--- src/sv/sorted_key_table_macros.svh ---
// ----------------------------------------------------------------------------
// sorted_key_table_macros
// assertion helpers shared by the sorted key table rtl
// ----------------------------------------------------------------------------
`ifndef SORTED_KEY_TABLE_MACROS_SVH
`define SORTED_KEY_TABLE_MACROS_SVH

// same-cycle implication, checked out of reset
`define SKT_ASSERT_NOW(label, ante, cons) \
  label: assert property (@(posedge clk) disable iff (!rst_n) (ante) |-> (cons)) \
    else $error("sorted_key_table check failed");

// next-cycle implication, checked out of reset
`define SKT_ASSERT_NEXT(label, ante, cons) \
  label: assert property (@(posedge clk) disable iff (!rst_n) (ante) |=> (cons)) \
    else $error("sorted_key_table check failed");

`endif

--- src/sv/skt_pkg.sv ---
// ----------------------------------------------------------------------------
// skt_pkg
// shared widths, operation codes and cell command type
// ----------------------------------------------------------------------------
package skt_pkg;

  localparam int KEY_W   = 32;
  localparam int OP_W    = 2;
  localparam int ENTRY_W = 7;
  localparam int OR_GROUP = 8;

  // operation codes
  localparam logic [OP_W-1:0] OP_INSERT = 2'd0;
  localparam logic [OP_W-1:0] OP_SEARCH = 2'd1;
  localparam logic [OP_W-1:0] OP_CLEAR  = 2'd2;

  // command broadcast to every cell
  typedef struct packed {
    logic                    ins;
    logic signed [KEY_W-1:0] key;
  } skt_cmd_t;

endpackage

--- src/sv/skt_or_tree.sv ---
// ----------------------------------------------------------------------------
// skt_or_tree
// first level of the registered match reduction, one bit per group of cells
// ----------------------------------------------------------------------------
module skt_or_tree #(
  parameter int N     = 64,
  parameter int GROUP = 8,
  localparam int NGRP = (N + GROUP - 1) / GROUP
) (
  input  logic            clk,
  input  logic            load,
  input  logic [N-1:0]    match,
  output logic [NGRP-1:0] grp_r
);
  import skt_pkg::*;

  logic [NGRP-1:0] grp_nxt;

  // or each group, the last one may be short
  always_comb begin
    for (int g = 0; g < NGRP; g++) begin
      grp_nxt[g] = 1'b0;
      for (int j = 0; j < GROUP; j++) begin
        if (g * GROUP + j < N) begin
          grp_nxt[g] = grp_nxt[g] | match[g * GROUP + j];
        end
      end
    end
  end

  always_ff @(posedge clk) begin
    if (load) begin
      grp_r <= grp_nxt;
    end
  end

endmodule

--- config.mk ---
export PLATFORM = sky130hd
export DESIGN_NAME = skt_or_tree
export DESIGN_NICKNAME = d
export VERILOG_FILES = /design/src/sv/sorted_key_table_macros.svh /design/src/sv/skt_pkg.sv /design/src/sv/skt_or_tree.sv
export SDC_FILE = /design/constraint.sdc
export NUM_CORES = 1
export LEC_CHECK = 0
export ABC_AREA = 1
export BUFFER_PORTS_ARGS = -buffer_cell sky130_fd_sc_hd__buf_4
export CORE_ASPECT_RATIO = 1.4
export CORE_UTILIZATION = 24
export CTS_CLUSTER_SIZE = 8
export DETAILED_ROUTE_END_ITERATION = 10
export GPL_ROUTABILITY_DRIVEN = 1
export GPL_TIMING_DRIVEN = 0
export PLACE_DENSITY = 0.61
export SLEW_MARGIN = 0
export SYNTH_ARGS = -nofsm -noshare
export SYNTH_HDL_FRONTEND = slang
export SYNTH_SLANG_ARGS = --single-unit
--- constraint.sdc ---
create_clock -name clk -period 0.8 [get_ports clk]
set_clock_uncertainty 0.2 [all_clocks]
set_input_delay 0.08 -clock clk [delete_from_list [all_inputs] [get_ports clk]]
set_output_delay 0.08 -clock clk [all_outputs]
set_load 0.05 [all_outputs]
* After elaboration in Yosys (flattened, before gate mapping)
Cells that the tools add are included.
** Word-level totals
- Logic and storage cells :: 57
- Memories kept :: 0
- Bits in writable memories :: 0
- Register bits :: 8
- Bits in latches :: 0
- Output and inout bits :: 8
- Memory bits (read-only) :: 0
** Operators by class
- Reduce and logical (&&, ||, !) cells :: 0
- Divide/modulo/power cells :: 0
- Muxes and demuxes :: 0
- Multipliers :: 0
- Shifts and indexed selects :: 0
- Bitwise operators :: 56
- $add $sub $neg :: 0
- Equality and inequality tests :: 0
- Magnitude comparators :: 0
** Operators by type and width (count)
- 1-bit OR :: 56

* Depth between registers and ports, before layout
Gate-level depths: netlist (run 1).
- Depth in word-level cells :: 7
- Depth in mapped cells :: 4
- Mapped depth without buffers :: 4

* Worst setup path before layout (run 1)
No wires, ideal clock.
- Path kind :: reg2out
- From :: register grp_r[0]
- To :: output grp_r[0]
- Path buffers :: 0
- Path slack :: -81 ps
- Data arrival time :: 601 ps
- Cell stages (with the launch flop) :: 1
- Cell sequence :: edfxtp_1
** RTL lines
- start, declared :: RTL line skt_or_tree.sv:13 : output logic [NGRP-1:0] grp_r
- start signal, assigned :: RTL line skt_or_tree.sv:33 : grp_r <= grp_nxt;
No word-level cell between the ends.

* Worst setup path after layout (run 1)
- From :: register grp_r[2]
- To :: output grp_r[2]
No word-level cell between the ends.

==> flow_summary_export.csv, run 1 <==
group,metric,value,unit
clock_tree,cts_tree,"done",
pwr,seq_power_share,0.392,
sta,hold_ws,-0.0844,ns
finish,syn_to_final_growth,93.5,%
pwr,power_leakage,0.000889,µW
critical_path,required,0.52,ns
critical_path,end_kind,"output port",
clock_tree,cts_htree_levels,1,
clock_tree,clk_pin_slew,0.05,ns
global_routing,grt_pass1_wl,2420,µm
clock_tree,numCtsBuffers,3,
critical_path,cp_num_buf_inv,1,
die,core_area,2670,µm²
critical_path,crit_fanout,1,
synthesis,syn_area,691,µm²
pwr,cellPowerDensity,940,nW/µm²
route,wl_per_cell,6.41,µm
hold_path,hold_depth,1,
pwr,netSwitchingFraction,0.255,
finish,multi_input_area,210,µm²
route,routed_wl,1540,µm
global_routing,antenna_found_initial,0,
finish,drive_gt1_frac,0.373,
synthesis,synthAdderAreaFrac,0,
clock_tree,clock_path_buffers,2,
finish,register_area,240,µm²
run,maxCapViolCount,0,
sta,max_slew.worst_pin.slew,0.111,ns
critical_path,crit_family,"flip-flops",
die,dieArea,3100,µm²
critical_path,startpoint_type,"register",
sta,hold_violations,16,
critical_path,crit_chain,"buf_6",
finish,antenna_cells,0,
synthesis,yosys-mux-area-fraction,0,
die,std_cell_rows,22,
sta,setup_slack,-0.264,ns
global_routing,overflow,0,
sta,relSlewSlack,0.926,
pwr,p_sw,320,µW
finish,layout_commonest_cell,"buf_4",
die,die_h,65.5,µm
finish,top_register,"grp_r",
pwr,p_clk_frac,0.229,
critical_path,criticalPathCategory,"register to output port",
run_status,violations,"hold timing, setup timing",
pwr,vdd_drop_max,0.000545,V
synthesis,synth.avg_cell_area,5.40,µm²
finish,final_cell_mix,"buf_4 (65), inv_1 (64), nand2_1 (40), nor2_1 (16)",
synthesis,synth-xor-area-share,0,
run_status,status,"finished with violations",
route,ant_nets,0,
die,initial_utilization,0.259,
critical_path,critPathSlowestCell,"edfxtp_1",
synthesis,syn_nets,194,
clock_tree,cts_root_buffer,"clkbuf_4",
synthesis,synth_compound_area_frac,0,
pwr,p_int,936,µW
global_routing,grt_pass1_vias,721,
clock_tree,cts.sinks,8,
hold_path,hp-class,"input port to register",
die,ioPinCount,74,
route,vias_per_cell,3.55,
synthesis,ys_seq_area_frac,0.348,
synthesis,synth-seq-cells,8,
finish,fillers,302,
sta,fin_crit_sh,1.33,
synthesis,yosysUniqueCellTypes,4,
place,gp_congestion,0.642,
finish,nets,272,
synthesis,yosys_warnings,0,
synthesis,synthCells,128,
route,drc,0,
sta,setup_viol,8,
finish,fin_util,0.500,
sta,fin_crit,1.06,ns
clock_tree,cts_setup_buffers,0,
hold_path,min_delay_worst_endpoint,"grp_r[5]",
sta,max_freq,0.940,GHz
route,drt_pass1_iterations,2,
synthesis,synth-simple-area-share,0.304,
sta,rsz0062_at_grt,"true",
critical_path,crit_arrival,0.78,ns
synthesis,synth_top_family_by_area,"buffers and inverters",
global_routing,grt.total_usage,0.107,
finish,top_regs,"grp_r x8",
route,drt_iter0_markers,2,
critical_path,slowest_delay,0.37,ns
sta,drv_slew,0,
pwr,power_frac_comb,0.379,
die,die_width,47.3,µm
place,port-buffer-count,73,
hold_path,hold_start,"load",
place,dp_hpwl,1430,µm
route,vias,852,
finish,largest_reg_flops,8,
global_routing,grt_max_degree,9,
-- kinds of logic (layout without fill, tap and decap cells) --
family / count (synthesis) / in the layout
flip-flops: 8 / 8
AND/OR/NAND/NOR: 56 / 56
buffers and inverters: 64 / 140
-- power by group through the flow --
stage	combinational, µW	clock (µW)	sequential, µW
finish	476	288	492
global route	527	324	494
CTS	483	305	492
floorplan	100	0	577
detailed placement	469	0	496
global placement	458	0	495
-- synth_stat cells --
library cell	count	area share
edfxtp_1	8	0.35
nor2_1	16	0.087
inv_1	64	0.35
nand2_1	40	0.22
-- layer usage --
layer	vias to the layer above	GRT usage	wire length, µm
met5	-	0	0
met4	0	0.0536	14
met3	2	0.0302	156
li1	481	-	-
met2	40	0.188	869
met1	329	0.107	499
-- how the worst max path moves through the flow --
stage | start | end | slack, ns | cells after the start
after floorplan | grp_r[0] | grp_r[0] | -0.08 | 0
after global placement | match[48] | grp_r[6] | -0.08 | 5
after detailed placement | match[50] | grp_r[6] | -0.09 | 5
after CTS | grp_r[2] | grp_r[2] | -0.28 | 1
after global routing | grp_r[4] | grp_r[4] | -0.31 | 1
final | grp_r[2] | grp_r[2] | -0.26 | 1
-- per-stage QoR --
step / area [µm²] / setup TNS (ns) / total power, µW / cells / worst slack [ns]
finish: 1340 / -2.07 / 1260 / 240 / -0.264
CTS: 1340 / -2.18 / 1280 / 240 / -0.280
global placement: 1280 / -0.699 / 954 / 237 / -0.0824
global route: 1340 / -2.34 / 1350 / 240 / -0.308
detailed placement: 1280 / -0.794 / 965 / 237 / -0.0919
floorplan: 691 / -0.645 / 677 / 128 / -0.0806
-- timing repair --
action,4_1_cts,5_1_grt
resized for setup,8,0
gates cloned,0,0
pin swaps,0,0
hold endpoints to repair,16,15
setup endpoints to repair,8,8
-- area by class of cell --
cell class / count / share of cell area
clock buffers: 3 / 0.0169
well taps: 36 / 0.0337
multi-input cells: 56 / 0.157
inverters: 64 / 0.180
repair buffers: 73 / 0.433
flip-flops and latches: 8 / 0.180
Power figures use the tool's default switching activity.
==> run 2, diff against run 1 <==
--- a/config.mk
+++ b/config.mk
@@ -8,12 +8,12 @@
 export ABC_AREA = 1
 export BUFFER_PORTS_ARGS = -buffer_cell sky130_fd_sc_hd__buf_4
 export CORE_ASPECT_RATIO = 1.4
-export CORE_UTILIZATION = 24
+export CORE_UTILIZATION = 30
 export CTS_CLUSTER_SIZE = 8
 export DETAILED_ROUTE_END_ITERATION = 10
 export GPL_ROUTABILITY_DRIVEN = 1
 export GPL_TIMING_DRIVEN = 0
-export PLACE_DENSITY = 0.61
+export PLACE_DENSITY = 0.73
 export SLEW_MARGIN = 0
 export SYNTH_ARGS = -nofsm -noshare
 export SYNTH_HDL_FRONTEND = slang
==> flow_summary_export.csv, run 2 (synthesized netlist as in run 1, its figures left out) <==
group,metric,value,unit
run_status,status,"finished with violations",
run_status,violations,"hold timing, setup timing",
sta,setup_tns,-2.14,ns
finish,drive_gt1_frac,0.373,
finish,nets,272,
clock_tree,clk_pin_slew,0.05,ns
route,routed_wl,1670,µm
critical_path,critPathSlowestCell,"edfxtp_1",
critical_path,startpoint_type,"register",
global_routing,grt_pass1_vias,827,
die,initial_utilization,0.317,
critical_path,crit_fanout,1,
die,dieArea,2500,µm²
die,core_area,2180,µm²
clock_tree,numCtsBuffers,3,
place,gp_congestion,0.628,
global_routing,overflow,0,
pwr,power_leakage,0.000889,µW
critical_path,cp_num_buf_inv,1,
clock_tree,cts_root_buffer,"clkbuf_4",
sta,hold_ws,-0.0824,ns
global_routing,grt_max_degree,9,
finish,fin_area,1320,µm²
pwr,vdd_drop_max,0.000472,V
route,vias,878,
critical_path,required,0.52,ns
finish,syn_to_final_growth,90.9,%
clock_tree,cts_setup_buffers,0,
die,std_cell_rows,20,
finish,final_cell_mix,"buf_4 (65), inv_1 (64), nand2_1 (40), nor2_1 (16)",
die,die_width,42.6,µm
critical_path,crit_family,"flip-flops",
route,drt_iter0_markers,7,
critical_path,criticalPathCategory,"register to output port",
die,die_h,58.8,µm
sta,rsz0062_at_grt,"true",
finish,layout_commonest_cell,"buf_4",
route,ant_nets,0,
critical_path,crit_arrival,0.79,ns
run,maxCapViolCount,0,
critical_path,crit_chain,"buf_6",
sta,setup_slack,-0.274,ns
finish,top_register,"grp_r",
die,ioPinCount,74,
sta,drv_slew,0,
hold_path,hp-class,"input port to register",
critical_path,slowest_delay,0.38,ns
route,drt_pass1_iterations,2,
global_routing,grt.total_usage,0.148,
pwr,cellPowerDensity,960,nW/µm²
finish,top_regs,"grp_r x8",
finish,largest_reg_flops,8,
critical_path,end_kind,"output port",
sta,max_freq,0.931,GHz
finish,antenna_cells,0,
critical_path,startpoint,"grp_r[5]",
clock_tree,clock_path_buffers,2,
sta,fin_crit,1.07,ns
place,port-buffer-count,73,
place,dpl_cell_area,1270,µm²
global_routing,antenna_found_initial,0,
sta,fin_crit_sh,1.34,
route,drc,0,
sta,relSlewSlack,0.926,
global_routing,grt_pass1_wl,2760,µm
route,wl_per_cell,7.40,µm
clock_tree,cts_tree,"done",
sta,hold_violations,16,
clock_tree,cts_htree_levels,1,
hold_path,hold_start,"load",
route,vias_per_cell,3.88,
sta,setup_viol,8,
clock_tree,cts.sinks,8,
sta,max_slew.worst_pin.slew,0.112,ns
place,dp_hpwl,1550,µm
-- run 2: cell counts in the layout (fill, tap and decap cells not counted) --
Identical to the previous run, type by type.
-- run 2: area by class of cell --
type / count / area (µm²)
clock buffers: 3 / 22.5
fillers: 219 / 858
inverters: 64 / 240
multi-input cells: 56 / 210
flip-flops and latches: 8 / 240
well taps: 22 / 27.5
repair buffers: 73 / 578
-- run 2: final timing paths --
path	to	cells past startpoint	slack (ns)
worst max-delay path	grp_r[5]	1	-0.27
worst min-delay path	grp_r[2]	1	-0.08
-- run 2: repair_timing --
| action | 4_1_cts | 5_1_grt |
|---|---|---|
| hold endpoints to repair | 16 | 16 |
| setup endpoints to repair | 8 | 8 |
| gates resized for setup | 8 | 0 |
| pin swaps | 0 | 0 |
-- run 2: through the flow --
| stage | total power (µW) | instances | hold WS [ns] | utilization | worst slack [ns] |
|---|---|---|---|---|---|
| 2_1_floorplan | 677 | 128 | -0.00750 | - | -0.0806 |
| 3_3_place_gp | 953 | 223 | 0.171 | 0.582 | -0.0839 |
| 3_5_place_dp | 966 | 223 | 0.170 | 0.582 | -0.0982 |
| 4_1_cts | 1290 | 226 | -0.0949 | 0.606 | -0.292 |
| 5_1_grt | 1350 | 226 | -0.0914 | 0.606 | -0.305 |
| 6_report | 1270 | 226 | -0.0824 | 0.606 | -0.274 |
-- run 2: where the power goes --
| group | total [µW] | switching (µW) | internal [µW] |
|---|---|---|---|
| combinational | 479 | 196 | 283 |
| clock | 294 | 123 | 171 |
| sequential | 493 | 9.63 | 483 |
| total | 1270 | 329 | 936 |
-- run 2: metal layers --
layer  share of wire  vias up  track usage
met5               0        -            0
met4          0.0054        0       0.0893
met3           0.085        2       0.0491
met2            0.61       42        0.321
met1            0.30      354       0.0977
li1                -      480            -
==> run 3, diff against run 2 <==
--- a/config.mk
+++ b/config.mk
@@ -6,14 +6,14 @@
 export NUM_CORES = 1
 export LEC_CHECK = 0
 export ABC_AREA = 1
-export BUFFER_PORTS_ARGS = -buffer_cell sky130_fd_sc_hd__buf_4
 export CORE_ASPECT_RATIO = 1.4
 export CORE_UTILIZATION = 30
 export CTS_CLUSTER_SIZE = 8
 export DETAILED_ROUTE_END_ITERATION = 10
+export DONT_BUFFER_PORTS = 1
 export GPL_ROUTABILITY_DRIVEN = 1
 export GPL_TIMING_DRIVEN = 0
-export PLACE_DENSITY = 0.73
+export PLACE_DENSITY = 0.46
 export SLEW_MARGIN = 0
 export SYNTH_ARGS = -nofsm -noshare
 export SYNTH_HDL_FRONTEND = slang
==> flow_summary_export.csv, run 3 (synthesized netlist as in run 1, its figures left out) <==
group,metric,value,unit
sta,max_freq,0.859,GHz
route,drc,0,
sta,setup_tns,-2.87,ns
clock_tree,clk_pin_slew,0.05,ns
sta,rsz0062_at_grt,"true",
sta,max_slew.worst_pin.slew,0.468,ns
clock_tree,numCtsBuffers,3,
clock_tree,cts_resized,0,
finish,largest_reg_flops,8,
clock_tree,cts_htree_levels,1,
pwr,cellPowerDensity,1330,nW/µm²
sta,drv_slew,0,
die,std_cell_rows,20,
pwr,power_leakage,0.000528,µW
run,maxCapViolCount,0,
place,dp.cells,150,
die,die_h,58.8,µm
finish,final_cell_mix,"inv_1 (64), nand2_1 (40), nor2_1 (16), edfxtp_1 (8), clkbuf_4 (3)",
place,dp_hpwl,998,µm
die,die_width,42.6,µm
clock_tree,clock_path_buffers,2,
run_status,status,"finished with violations",
finish,drive_gt1_frac,0.0229,
sta,hold_ws,-0.261,ns
route,vias_per_cell,3.87,
finish,top_regs,"grp_r x8",
route,vias,592,
route,wl_per_cell,7.46,µm
route,ant_nets,0,
critical_path,crit_arrival,0.88,ns
finish,top_register,"grp_r",
run_status,violations,"hold timing, setup timing",
global_routing,grt.total_usage,0.0939,
place,gp_congestion,0.621,
die,initial_utilization,0.317,
critical_path,startpoint_type,"register",
clock_tree,cts_setup_buffers,0,
place,port-buffer-count,0,
clock_tree,cts_root_buffer,"clkbuf_4",
critical_path,required,0.52,ns
route,routed_wl,1140,µm
die,core_area,2180,µm²
hold_path,hp-class,"input port to register",
finish,fin_util,0.340,
finish,syn_to_final_growth,7.25,%
critical_path,end_kind,"output port",
finish,layout_commonest_cell,"inv_1",
route,drt_pass1_iterations,2,
global_routing,grt_pass1_wl,1630,µm
finish,nets,199,
sta,fin_crit,1.16,ns
route,drt_iter0_markers,4,
sta,fin_crit_sh,1.45,
sta,relSlewSlack,0.689,
sta,setup_viol,8,
global_routing,grt_pass1_vias,452,
global_routing,grt_max_degree,9,
pwr,vdd_drop_max,0.000486,V
global_routing,overflow,0,
sta,setup_slack,-0.364,ns
global_routing,antenna_found_initial,0,
die,ioPinCount,74,
finish,stdcell_count,153,
clock_tree,cts.sinks,8,
critical_path,crit_fanout,1,
clock_tree,cts_tree,"done",
die,dieArea,2500,µm²
finish,antenna_cells,0,
sta,hold_violations,16,
critical_path,criticalPathCategory,"register to output port",
[run 3: cell types whose count changed in the layout (fill, tap and decap cells not counted)]
cell / change
buf_4: -65
buf_6: -8
[run 3: stage by stage]
stage | hold slack, ns | setup slack (ns) | total power (µW) | area [µm²]
floorplan | -0.00750 | -0.0806 | 677 | 691
global placement | -0.00660 | -0.103 | 688 | 718
detailed placement | -0.00658 | -0.106 | 693 | 718
CTS | -0.278 | -0.390 | 1020 | 741
global route | -0.280 | -0.400 | 1060 | 741
finish | -0.261 | -0.364 | 989 | 741
[run 3: final cells by class]
type / instances / area, µm²
Inverter: 64 / 240
Clock buffer: 3 / 22.5
Multi-Input combinational cell: 56 / 210
Tap cell: 22 / 27.5
Sequential cell: 8 / 240
Fill cell: 225 / 1440
[run 3: path summary, 6_finish.rpt]
kind                      from        to  slack, ns  cells past startpoint
worst max-delay path  grp_r[5]  grp_r[5]      -0.36                      0
worst min-delay path      load  grp_r[6]      -0.26                      0
[run 3: where the power goes]
part | switching, µW | internal, µW | total, µW
sequential | 86.2 | 485 | 571
combinational | 61.5 | 49.0 | 111
clock | 135 | 172 | 307
total | 283 | 706 | 989
[run 3: layer usage]
metal	share of wire	GRT usage	wire, µm	vias to the layer above
met3	0.087	0.0307	99	2
met1	0.38	0.0760	435	213
met5	0	0	0	-
li1	-	-	-	335
met4	0.016	0.0938	18	0
met2	0.52	0.169	589	42
