--- src/sv/sorted_key_table_macros.svh ---
// ----------------------------------------------------------------------------
// sorted_key_table_macros
// assertion helpers shared by the sorted key table rtl
// ----------------------------------------------------------------------------
`ifndef SORTED_KEY_TABLE_MACROS_SVH
`define SORTED_KEY_TABLE_MACROS_SVH

// same-cycle implication, checked out of reset
`define SKT_ASSERT_NOW(label, ante, cons) \
  label: assert property (@(posedge clk) disable iff (!rst_n) (ante) |-> (cons)) \
    else $error("sorted_key_table check failed");

// next-cycle implication, checked out of reset
`define SKT_ASSERT_NEXT(label, ante, cons) \
  label: assert property (@(posedge clk) disable iff (!rst_n) (ante) |=> (cons)) \
    else $error("sorted_key_table check failed");

`endif

--- src/sv/skt_pkg.sv ---
// ----------------------------------------------------------------------------
// skt_pkg
// shared widths, operation codes and cell command type
// ----------------------------------------------------------------------------
package skt_pkg;

  localparam int KEY_W   = 32;
  localparam int OP_W    = 2;
  localparam int ENTRY_W = 7;
  localparam int OR_GROUP = 8;

  // operation codes
  localparam logic [OP_W-1:0] OP_INSERT = 2'd0;
  localparam logic [OP_W-1:0] OP_SEARCH = 2'd1;
  localparam logic [OP_W-1:0] OP_CLEAR  = 2'd2;

  // command broadcast to every cell
  typedef struct packed {
    logic                    ins;
    logic signed [KEY_W-1:0] key;
  } skt_cmd_t;

endpackage

--- src/sv/skt_cell.sv ---
// ----------------------------------------------------------------------------
// skt_cell
// one slot of the sorted key row: compares, matches and shifts right on insert
// ----------------------------------------------------------------------------
module skt_cell #(
  parameter int IDX   = 0,
  parameter int CNT_W = 7
) (
  input  logic                            clk,
  input  skt_pkg::skt_cmd_t               cmd,
  input  logic [CNT_W-1:0]                count,
  input  logic                            left_ge,
  input  logic signed [skt_pkg::KEY_W-1:0] left_key,
  output logic                            ge,
  output logic signed [skt_pkg::KEY_W-1:0] key_r,
  output logic                            match
);
  import skt_pkg::*;

  logic occupied;

  // slot holds a live key when it sits below the fill count
  assign occupied = (CNT_W'(IDX) < count);

  // at or past the insertion point: empty, or stored key not below the new one
  assign ge    = !occupied || !($signed(key_r) < $signed(cmd.key));
  assign match = occupied && (key_r == cmd.key);

  // first slot at the insertion point takes the new key, later ones take the left key
  always_ff @(posedge clk) begin
    if (cmd.ins && ge) begin
      key_r <= left_ge ? left_key : cmd.key;
    end
  end

endmodule

--- config.mk ---
export PLATFORM = sky130hd
export DESIGN_NAME = skt_cell
export DESIGN_NICKNAME = d
export VERILOG_FILES = /design/src/sv/sorted_key_table_macros.svh /design/src/sv/skt_pkg.sv /design/src/sv/skt_cell.sv
export SDC_FILE = /design/constraint.sdc
export NUM_CORES = 1
export LEC_CHECK = 0
export BUFFER_PORTS_ARGS = -buffer_cell sky130_fd_sc_hd__buf_2
export CORE_ASPECT_RATIO = 0.6
export CORE_MARGIN = 3
export CORE_UTILIZATION = 30
export DETAILED_ROUTE_END_ITERATION = 10
export SYNTH_ARGS = -nofsm -noshare
export SYNTH_HDL_FRONTEND = slang
export SYNTH_SLANG_ARGS = --single-unit
--- constraint.sdc ---
create_clock -name clk -period 2.9 [get_ports clk]
set_input_delay 0.145 -clock clk [delete_from_list [all_inputs] [get_ports clk]]
set_output_delay 0.145 -clock clk [all_outputs]
set_load 0.05 [all_outputs]
Yosys cells after proc, flatten, opt, wreduce, memory -nomap -nowiden
Cells that the tools add are included.

cells by class
  equal/unequal tests = 1
  multiply operators = 0
  divide/modulo/power cells = 0
  add/subtract/negate cells = 0
  shifts and indexed selects = 0
  reduce and logical (&&, ||, !) cells = 5
  multiplexer cells = 1
  bitwise operators = 0
  order comparisons = 2

operator list
  operator                                                                      count
  32-bit equality test                                                          1
  32-bit less-than comparator                                                   1
  32-bit 2-to-1 mux                                                             1
  1-bit by 7-bit less-than comparator with 1-bit output (first input constant)  1
  1-bit logical AND                                                             2
  1-bit zero test                                                               2
  1-bit logical OR                                                              1

storage, ports and cells
  bits in registers = 32
  output and inout port bits = 34
  bits in latches = 0
  input bits = 74
  ROM bits = 0
  memories = 0
  memory bits (writable) = 0

Longest topological paths before layout
Gate-level depths: netlist of run 1.

  word-level depth = 4
  depth in mapped cells = 7

Least setup slack after synthesis of run 1
Ideal clock, no wire load.

  path kind = flip-flop to flip-flop
  from = reg key_r[14] in the netlist's numbering
  to = reg key_r[0] in the netlist's numbering, enable pin
  path buffers = 0
  data required time = 2.481 ns
  setup slack = -0.624 ns
  arrival = 3.105 ns
  cell stages (with the launch flop) = 7
  path through = edfxtp_1 > ha_1 > nand4_2 > nor4_2 > a21boi_2 > o41ai_2 > a211oi_2

between the ends
  word-level cells in the longest chain between the ends = 4

RTL lines
  item                         RTL line        source
  from (decl)                  skt_cell.sv:15  output logic signed [skt_pkg::KEY_W-1:0] key_r,
  from (signal assigned)       skt_cell.sv:32  key_r <= left_ge ? left_key : cmd.key;
  32-bit less-than comparator  skt_cell.sv:26  assign ge = !occupied || !($signed(key_r) < $signed(cmd.key));
  1-bit zero test              skt_cell.sv:26
  1-bit logical OR             skt_cell.sv:26
  1-bit logical AND            skt_cell.sv:31  if (cmd.ins && ge) begin

No other way between the ends.
A chain may end at the register's enable or synchronous reset.

Worst setup path after layout of run 1
  from = reg key_r[25] in the netlist's numbering
  to = out ge

between the ends
  word-level cells in the longest chain between the ends = 3

RTL lines
  item                         RTL line        source
  32-bit less-than comparator  skt_cell.sv:26
  1-bit zero test              skt_cell.sv:26
  1-bit logical OR             skt_cell.sv:26
  to (decl)                    skt_cell.sv:14  output logic ge,

No other way between the ends.

==> results by group, run 1 <==
Synthesis
  • FFs w/ async S/R, synth: 0%
  • Post-Syn Instances: 225
  • Top cells by area, synth: edfxtp_1 44%, ha_1 18%, o21ai_0 7.6%
  • Most instantiated cells after synthesis: 38 x nand2_1, 34 x inv_1, 33 x o21ai_0
  • Syn_area_per_cell: about 9.7 µm²
  • Top_reg_cell synth: edfxtp_1
  • Post-synth EDFFs: 32
  • Area leader, netlist: edfxtp_1
  • Register area share after synthesis: between 40% and 50%
  • Synth top area share: ~44%
  • Syn nets: around 330
  • Syn Std Cell Area: ~2200 µm²
  • Top-count cell post-synth: nand2_1
  • Synth Register Bits: 32
  • Yosys cell types: 30
  • Yosys warns: 0

Global routing
  • Largest net degree at the start of global routing: 64
  • First-pass GRT wire length: a little under 9000 µm
  • All-layer global routing usage: a little over an eighth
  • Total gr overflow: 0
  • Initial antenna violation count: 0
  • Vias in the first global route: between 1,500 and 2,000

Floorplanning
  • Die Y-Extent: 72.0 µm
  • Row cnt: 23
  • Chip Width: roughly 120 µm
  • Die Area: between 8000 and 9000 µm²
  • CORE AREA: around 7000 µm²
  • Initial core utilization: a little under a third
  • # IOs: roughly 110

Power and ir drop
  • Peak VDD IR: about 0.25 mV
  • P_leak: between 1 and 1.5 nW
  • Pwr/cell area: ~530 nW/µm²

Clocking
  • H-tree depth: 2
  • Post-CTS Resized: 0
  • CTS root buf: clkbuf_16
  • Cts hold-fix bufs: 0
  • Clk buf depth: 2
  • Reg clk slew, reported paths: ~0.05 ns
  • Postcts setup bufs: 0
  • Insertion delay to the later sink of the worst-skew pair: 0.27 ns
  • TritonCTS clock tree: yes
  • # clock sinks: 32
  • TritonCTS Buffers: 5

Setup path
  • Worst Path Max Fanout: 3
  • Critical path class: reg -> out
  • Crit-path max cell delay: 0.51 ns
  • Startpoint Class: flop
  • Buf/Inv on CP: 1
  • Slowest cell on crit path: nor4bb_1
  • WP data required: approximately 2.8 ns
  • CP top delay family: simple AND/OR/NAND/NOR gates
  • Cell Chain, Critical Path: ha_1 -> nand4_1 -> nor3_1 -> a211oi_1 -> nor4bb_1 -> a21oi_1 -> buf_2
  • Critical Path AT: 2.38 ns
  • CP Capture Type: primary output

Timing
  • Slew Limit Fails: 0
  • Unrepaired setup endpoints after global routing: false
  • F_max: 0.396 GHz
  • Setup violations, final: 0
  • Final Hold Viols: 0
  • Slew headroom: roughly two fifths
  • Worst hold slack: 0.150 ns
  • Worst clock skew: roughly 0.0036 ns
  • Slew @ Worst Pin: just over 0.9 ns
  • Crit path time final: 2.53 ns
  • Post-route clock period utilization: between 80 and 90%

Finish
  • Final-stage net count: 440
  • Max reg flops: 32
  • Reg with most FFs: key_r
  • Final non-filler cell total: approximately 420
  • ANT cells: 0
  • Layout cell share with drive strength beyond 1: between 30% and 40%
  • Area Growth Syn to Fin: 38.1%
  • Top Registers: key_r (32)

Place
  • Placed Cells incl. Taps: 414
  • GP Congestion: between 0.7 and 0.8
  • Dpl hpwl: about 4800 µm
  • Input/output buffers: 107

Min path
  • Hold WC Path Type: in -> reg

Detailed routing
  • Routed len/inst: around 14 µm
  • Post-Route WL: between 5000 and 6000 µm
  • Via density: roughly 4.6
  • Initial DRC count: 107
  • # DRC: 0
  • Vias: between 1,500 and 2,000
  • DR pass1 iterations: 4
  • Remaining antenna violation count after routing: 0

Outcome
  • Status: finished, final reports clean

Job
  • Max Cap Viol: 0
[tightest hold or removal path, cell delays in order]
cell and delay (ns):
buf_2 0.07, nand2_1 0.04, o21ai_0 0.05
[power by group]
part,internal (mW),total (mW),switching (mW)
Clock,0.311,0.499,0.188
Sequential,0.575,0.602,0.0275
Combinational,0.158,0.503,0.345
[final cells by class]
cell class / count / area (µm²)
clock buffer: 5 / 125
clock inverter: 3 / 13.8
fill: 700 / 3840
inverter: 34 / 128
multi-input combinational: 152 / 1120
sequential: 32 / 961
tap: 87 / 109
timing repair buffer: 109 / 551
[logic make-up after synthesis]
group	count (synthesis)	synth area share, %
AOI/OAI and AO/OA	61	16.3
adders and majority gates	32	18.4
buffers and inverters	41	7.07
DFF	32	44.1
muxes	1	0.517
and+or+nand+nor	58	13.6
[path summary, 6_finish.rpt]
| path | from | endpoint | slack [ns] | depth (start not counted) |
|---|---|---|---|---|
| setup / recovery | key_r[25]$_DFFE_PP_ | ge | 0.37 | 7 |
| hold reg to reg | key_r[31]$_DFFE_PP_ | key_r[6]$_DFFE_PP_ | 1.26 | 4 |
| setup reg to reg | key_r[11]$_DFFE_PP_ | key_r[8]$_DFFE_PP_ | 0.40 | 7 |
| hold / removal | left_key[6] | key_r[6]$_DFFE_PP_ | 0.15 | 3 |
[layer usage]
| layer | GRT usage (%) | vias to the layer above | wire length [µm] |
|---|---|---|---|
| met3 | 4.00 | 2 | 429 |
| met4 | 2.45 | 0 | 31 |
| li1 | - | 1019 | - |
| met1 | 20.1 | 865 | 2830 |
| met5 | 0 | - | 0 |
| met2 | 19.9 | 68 | 2490 |
[metrics by stage]
stage                     worst slack, ns  power, mW  TNS [ns]  utilization [%]  instance area [µm²]
final                               0.373       1.60         0             43.9                 3010
after global routing                0.158       1.69         0             43.9                 3010
after CTS                           0.355       1.63         0             43.9                 3010
after detailed placement            0.397       1.12         0             41.9                 2870
after global placement              0.580       1.11         0             41.9                 2870
after floorplan                    -0.146      0.959     -4.67                -                 2230
[layout by cell type (no fill, tap or decap), types with 2 or more instances in the layout]
cell / n
edfxtp_1: 32
buf_2: 107
a21oi_1: 16
nand4_1: 5
nand3_1: 2
buf_4: 2
nand2_1: 38
ha_4: 4
nor2_1: 2
nand4_2: 2
o2bb2ai_1: 2
inv_1: 34
o21ai_0: 33
clkinv_2: 2
o21a_1: 2
clkbuf_16: 5
nor3_1: 2
ha_1: 28
Power figures use the tool's default switching activity.
==> run 2: changes to the inputs <==
--- a/config.mk
+++ b/config.mk
@@ -10,4 +10,5 @@
 export CORE_MARGIN = 3
 export CORE_UTILIZATION = 30
+export CTS_BUF_LIST = sky130_fd_sc_hd__clkbuf_16
 export DETAILED_ROUTE_END_ITERATION = 10
 export SYNTH_ARGS = -nofsm -noshare
==> constraint.sdc (replaced) <==
create_clock -name clk -period 2.9 [get_ports clk]
set_input_delay 0.145 -clock clk [delete_from_list [all_inputs] [get_ports clk]]
set_output_delay 0.145 -clock clk [all_outputs]
set_load 0.01 [all_outputs]
==> results by group, run 2 (same netlist as run 1, synthesis figures left out) <==
Power and ir drop
  • Sw frac: 28.4% (-6.5 points)
  • Sequential power share: 41.5% (+4.0 points)
  • NetSw: 0.410 mW (-27%)
  • Pwr/cell area: 488 nW/µm² (-8.7%)
  • P_int: 1.03 mW (-1.1%)
  • Clk pwr share: 34.1% (+3.0 points)
  • Combinational share of power: 24.4% (-7.0 points)
  • P_leak: 1.48 nW (+0.51%)
  • Total power: 1.44 mW (-10%)
  • Peak VDD IR: 0.196 mV (-22%)

Detailed routing
  • Initial DRC count: 77 (-28%)
  • Via density: 4.58 (-1.2%)
  • Routed len/inst: 13.8 µm (+0.92%)
  • Remaining antenna violation count after routing: 0 (unchanged)
  • Vias: 1,936 (-0.92%)
  • # DRC: 0 (unchanged)
  • Post-Route WL: 5850 µm (+1.2%)
  • DR pass1 iterations: 4 (unchanged)

Timing
  • Crit path time final: 2.52 ns (-0.00388 ns)
  • Slew headroom: 53.6% (+14 points)
  • Slew Limit Fails: 0 (unchanged)
  • Slew @ Worst Pin: 0.696 ns (-0.217 ns)
  • Worst clock skew: 0.00463 ns (+0.00107 ns)
  • Unrepaired setup endpoints after global routing: false
  • Final Hold Viols: 0 (unchanged)
  • F_max: 0.396 GHz (+0.15%)
  • Setup TNS: 0 ns (unchanged)
  • Setup violations, final: 0 (unchanged)
  • Post-route clock period utilization: 87.0% (-0.13 points)

Setup path
  • Critical path class: reg -> out
  • Crit-path max cell delay: 0.58 ns (+0.07 ns)
  • WP data required: 2.76 ns (about the same)
  • Buf/Inv on CP: 1 (unchanged)
  • Worst path most repeated cell: a21oi_1
  • Slowest cell on crit path: nor4bb_1
  • Cell Chain, Critical Path: ha_1 -> a21oi_1 -> o21ai_1 -> a211oi_1 -> nor4bb_1 -> a21oi_1 -> buf_2
  • CP top delay family: compound AO/OA/AOI/OAI gates
  • Critical Path AT: 2.38 ns (about the same)
  • CP Capture Type: primary output
  • Worst Path Max Fanout: 3 (unchanged)
  • Startpoint Class: flop

Global routing
  • All-layer global routing usage: 14.2% (+0.66 points)
  • First-pass GRT wire length: 9210 µm (+4.2%)
  • Total gr overflow: 0 (unchanged)
  • Initial antenna violation count: 0 (unchanged)
  • Largest net degree at the start of global routing: 48 (-25%)
  • Vias in the first global route: 1,885 (+3.1%)

Finish
  • Storage cell area: 961 µm² (unchanged)
  • Most frequent cells in the layout: 107 x buf_2, 38 x nand2_1, 36 x inv_1, 33 x o21ai_0
  • Most common cell after layout, fill and taps aside: buf_2
  • Area Growth Syn to Fin: 36.0%
  • ANT cells: 0 (unchanged)
  • Area of the multi-input gates: 1070 µm² (-4.5%)
  • Top Registers: key_r (32)
  • Reg with most FFs: key_r
  • Fillers: 699 (-0.14%)
  • Final-stage net count: 441 (+0.23%)
  • Max reg flops: 32 (unchanged)
  • Layout cell share with drive strength beyond 1: 36.6% (-1.6 points)

Floorplanning
  • Chip Width: 116 µm (unchanged)
  • Row cnt: 23 (unchanged)
  • Die Area: 8350 µm² (unchanged)
  • Initial core utilization: 31.8% (unchanged)
  • # IOs: 108 (unchanged)
  • Die Y-Extent: 72.0 µm (unchanged)
  • CORE AREA: 6850 µm² (unchanged)

Outcome
  • Status: finished, final reports clean

Clocking
  • TritonCTS clock tree: yes
  • Reg clk slew, reported paths: 0.05 ns (about the same)
  • TritonCTS Buffers: 5 (unchanged)
  • Cts hold-fix bufs: 0 (unchanged)
  • Post-CTS Resized: 0 (unchanged)
  • Clk buf depth: 2 (unchanged)
  • # clock sinks: 32 (unchanged)
  • CTS root buf: clkbuf_16
  • Insertion delay to the later sink of the worst-skew pair: 0.27 ns (about the same)
  • Postcts setup bufs: 0 (unchanged)
  • H-tree depth: 2 (unchanged)

Min path
  • Hold WC Path Type: in -> reg

Place
  • Input/output buffers: 107 (unchanged)
  • GP Congestion: 0.784 (about the same)
  • Dpl hpwl: 4830 µm (-0.31%)

Job
  • Max Cap Viol: 0 (unchanged)
-- run 2: routing by layer --
metal  part of all wire [%]  vias to the layer above  global-route usage [%]
met3                    8.5                        7                    4.67
met2                     41                       64                    20.7
met1                     50                      845                    20.4
met4                    1.1                        0                    3.73
met5                      0                        -                       0
li1                       -                     1020                       -
-- run 2: power groups by stage --
| stage | clock [mW] | combinational (mW) | sequential, mW |
|---|---|---|---|
| detailed placement | 0 | 0.355 | 0.609 |
| finish | 0.492 | 0.352 | 0.600 |
| global route | 0.530 | 0.406 | 0.606 |
| global placement | 0 | 0.353 | 0.605 |
| floorplan | 0 | 0.177 | 0.630 |
| CTS | 0.508 | 0.358 | 0.600 |
-- run 2: final timing paths --
path	from	to	slack [ns]	cells after the start
setup / recovery	key_r[19]$_DFFE_PP_	ge	0.38	7
hold / removal	left_key[28]	key_r[28]$_DFFE_PP_	0.15	3
setup reg to reg	key_r[13]$_DFFE_PP_	key_r[9]$_DFFE_PP_	0.38	7
hold reg to reg	key_r[31]$_DFFE_PP_	key_r[6]$_DFFE_PP_	1.19	4
-- run 2: worst reg2reg max path: stages, from the launching register on --
cell and delay (ns):
edfxtp_1 0.41, ha_1 0.33, nand4_2 0.15, nor4_2 0.34
a21boi_2 0.25, o41ai_2 0.13, a211oi_4 0.24, buf_4 0.35
-- run 2: final cells by class --
type,instances,share of cell area (%)
multi-input cells,152,36.1
flip-flops and latches,32,32.4
repair buffers,110,18.8
inverters,34,4.31
clock buffers,5,4.22
well taps,87,3.68
clock inverters,3,0.380
-- run 2: through the flow --
step                      util (%)  cell area [µm²]  hold WS (ns)  worst slack [ns]  instances
final                         43.2             2960         0.149             0.377        423
after global routing          43.2             2960         0.157             0.139        423
after CTS                     43.2             2960         0.147             0.372        423
after detailed placement      41.2             2830         0.430             0.405        415
after global placement        41.2             2830         0.424             0.523        415
after floorplan                  -             2180         0.332            0.0553        225
==> run 3: changes to the inputs <==
- REMOVE_ABC_BUFFERS: default -> 1
==> results by group, run 3 (same netlist as run 1, synthesis figures left out) <==
Outcome
  • Status: finished, final reports clean

Detailed routing
  • Routed len/inst: 13.4 µm (-3.0%)
  • DR pass1 iterations: 4 (unchanged)
  • # DRC: 0 (unchanged)
  • Vias: 1,891 (-2.3%)
  • M1 WL: 3020 µm (+3.9%)
  • Max Used Layer: met4
  • Via density: 4.48 (-2.1%)
  • Met2 WL: 2190 µm (-8.0%)
  • Remaining antenna violation count after routing: 0 (unchanged)
  • DR WL met3: 437 µm (-12%)
  • Initial DRC count: 43 (-44%)
  • Post-Route WL: 5660 µm (-3.3%)

Timing
  • Post-route clock period utilization: 86.2% (-0.85 points)
  • Slew headroom: 58.6% (+5.0 points)
  • Worst clock skew: 0.00839 ns (+0.00377 ns)
  • Unrepaired setup endpoints after global routing: false
  • Crit path time final: 2.50 ns (-0.0247 ns)
  • Slew Limit Fails: 0 (unchanged)
  • Final Hold Viols: 0 (unchanged)
  • F_max: 0.400 GHz (+0.99%)
  • Slew @ Worst Pin: 0.612 ns (-0.0839 ns)
  • Setup violations, final: 0 (unchanged)
  • Worst hold slack: 0.150 ns (+0.00111 ns)

Finish
  • Final-stage net count: 441 (unchanged)
  • Top Registers: key_r (32)
  • Area Growth Syn to Fin: 35.9% (about the same)
  • Most common cell after layout, fill and taps aside: buf_2
  • Fin util: 43.2% (about the same)
  • Area of the multi-input gates: 1070 µm² (unchanged)
  • ANT cells: 0 (unchanged)
  • Reg with most FFs: key_r
  • Fillers: 678 (-3.0%)
  • Storage cell area: 961 µm² (unchanged)
  • Max reg flops: 32 (unchanged)
  • Most frequent cells in the layout: 107 x buf_2, 38 x nand2_1, 35 x inv_1, 33 x o21ai_0
  • Layout cell share with drive strength beyond 1: 37.0% (+0.41 points)

Setup path
  • Buf/Inv on CP: 1 (unchanged)
  • Crit-path max cell delay: 0.53 ns (-0.05 ns)
  • CP top delay family: compound AO/OA/AOI/OAI gates
  • WP data required: 2.76 ns (about the same)
  • WP depth: 7 (unchanged)
  • R2R depth: 7 (unchanged)
  • Startpoint Class: flop
  • Cell Chain, Critical Path: ha_1 -> a21oi_1 -> o21ai_1 -> a211oi_1 -> nor4bb_1 -> a21oi_1 -> buf_2
  • Slowest cell on crit path: nor4bb_1
  • Critical path class: reg -> out
  • Worst Path Max Fanout: 3 (unchanged)
  • Critical Path AT: 2.35 ns (-0.03 ns)
  • CP Capture Type: primary output
  • Worst path most repeated cell: a21oi_1

Global routing
  • First-pass GRT wire length: 9050 µm (-1.7%)
  • Total gr overflow: 0 (unchanged)
  • Largest net degree at the start of global routing: 42 (-13%)
  • Initial antenna violation count: 0 (unchanged)
  • All-layer global routing usage: 13.8% (-0.48 points)
  • Vias in the first global route: 1,873 (-0.64%)

Min path
  • Hold WC Path Type: in -> reg
  • Hold Crit Depth: 3 (unchanged)

Place
  • Dpl hpwl: 4720 µm (-2.3%)
  • Input/output buffers: 107 (unchanged)
  • GP Congestion: 0.773 (-1.4%)

Power and ir drop
  • P_leak: 1.48 nW (-0.20%)
  • Pwr/cell area: 485 nW/µm² (-0.50%)
  • Peak VDD IR: 0.291 mV (+48%)

Clocking
  • Clk buf depth: 2 (unchanged)
  • Insertion delay to the later sink of the worst-skew pair: 0.27 ns (about the same)
  • TritonCTS clock tree: yes
  • # clock sinks: 32 (unchanged)
  • Reg clk slew, reported paths: 0.06 ns (about the same)
  • Post-CTS Resized: 0 (unchanged)
  • Cts hold-fix bufs: 0 (unchanged)
  • CTS root buf: clkbuf_16
  • TritonCTS Buffers: 5 (unchanged)
  • Postcts setup bufs: 0 (unchanged)
  • H-tree depth: 2 (unchanged)

Job
  • Max Cap Viol: 0 (unchanged)

Floorplanning
  • # IOs: 108 (unchanged)
  • Die Y-Extent: 72.0 µm (unchanged)
  • Chip Width: 116 µm (unchanged)
  • Initial core utilization: 31.8% (unchanged)
  • Row cnt: 23 (unchanged)
  • Die Area: 8350 µm² (unchanged)
  • CORE AREA: 6850 µm² (unchanged)
run 3: cell types whose count changed in the layout (fill, tap and decap cells not counted), sizes merged:
cell	previous run	this run
inv	36	35
run 3: area by class of cell:
type / count / share of cell area [%]
Timing Repair Buffer: 110 / 18.9
Clock inverter: 2 / 0.296
Clock buffer: 5 / 4.23
Multi-Input combinational cell: 152 / 36.2
Sequential cell: 32 / 32.5
Tap cell: 87 / 3.68
Inverter: 34 / 4.31
run 3: path summary, 6_finish.rpt:
path	from	to	slack, ns
worst min-delay path	left_key[23]	key_r[23]$_DFFE_PP_	0.15
worst max-delay path	key_r[19]$_DFFE_PP_	ge	0.40
worst max register to register	key_r[19]$_DFFE_PP_	key_r[14]$_DFFE_PP_	0.46
worst min register to register	key_r[31]$_DFFE_PP_	key_r[27]$_DFFE_PP_	1.19
run 3: stage by stage:
stage	power [mW]	cell area [µm²]	TNS (ns)	setup WS [ns]	instances
after detailed placement	0.964	2830	0	0.445	415
after floorplan	0.795	2150	-12.21	-0.382	218
after CTS	1.45	2960	0	0.384	422
final	1.44	2960	0	0.401	422
after global routing	1.53	2960	0	0.141	422
after global placement	0.957	2830	0	0.453	415
run 3: power by group:
group          internal (mW)  switching (mW)
Sequential             0.575          0.0236
Clock                  0.308           0.175
Combinational          0.151           0.203
run 3: layer usage:
layer	vias up	global-route usage, %
li1	1018	-
met1	811	21.1
met2	60	19.2
met3	2	4.67
met4	0	1.54
met5	-	0
run 3: worst reg2reg max path, stage by stage (launching register included):
cell	delay, ns
edfxtp_1	0.39
ha_1	0.33
a21oi_1	0.17
o21ai_1	0.13
and2_1	0.17
o311a_1	0.37
a211oi_4	0.23
buf_4	0.32
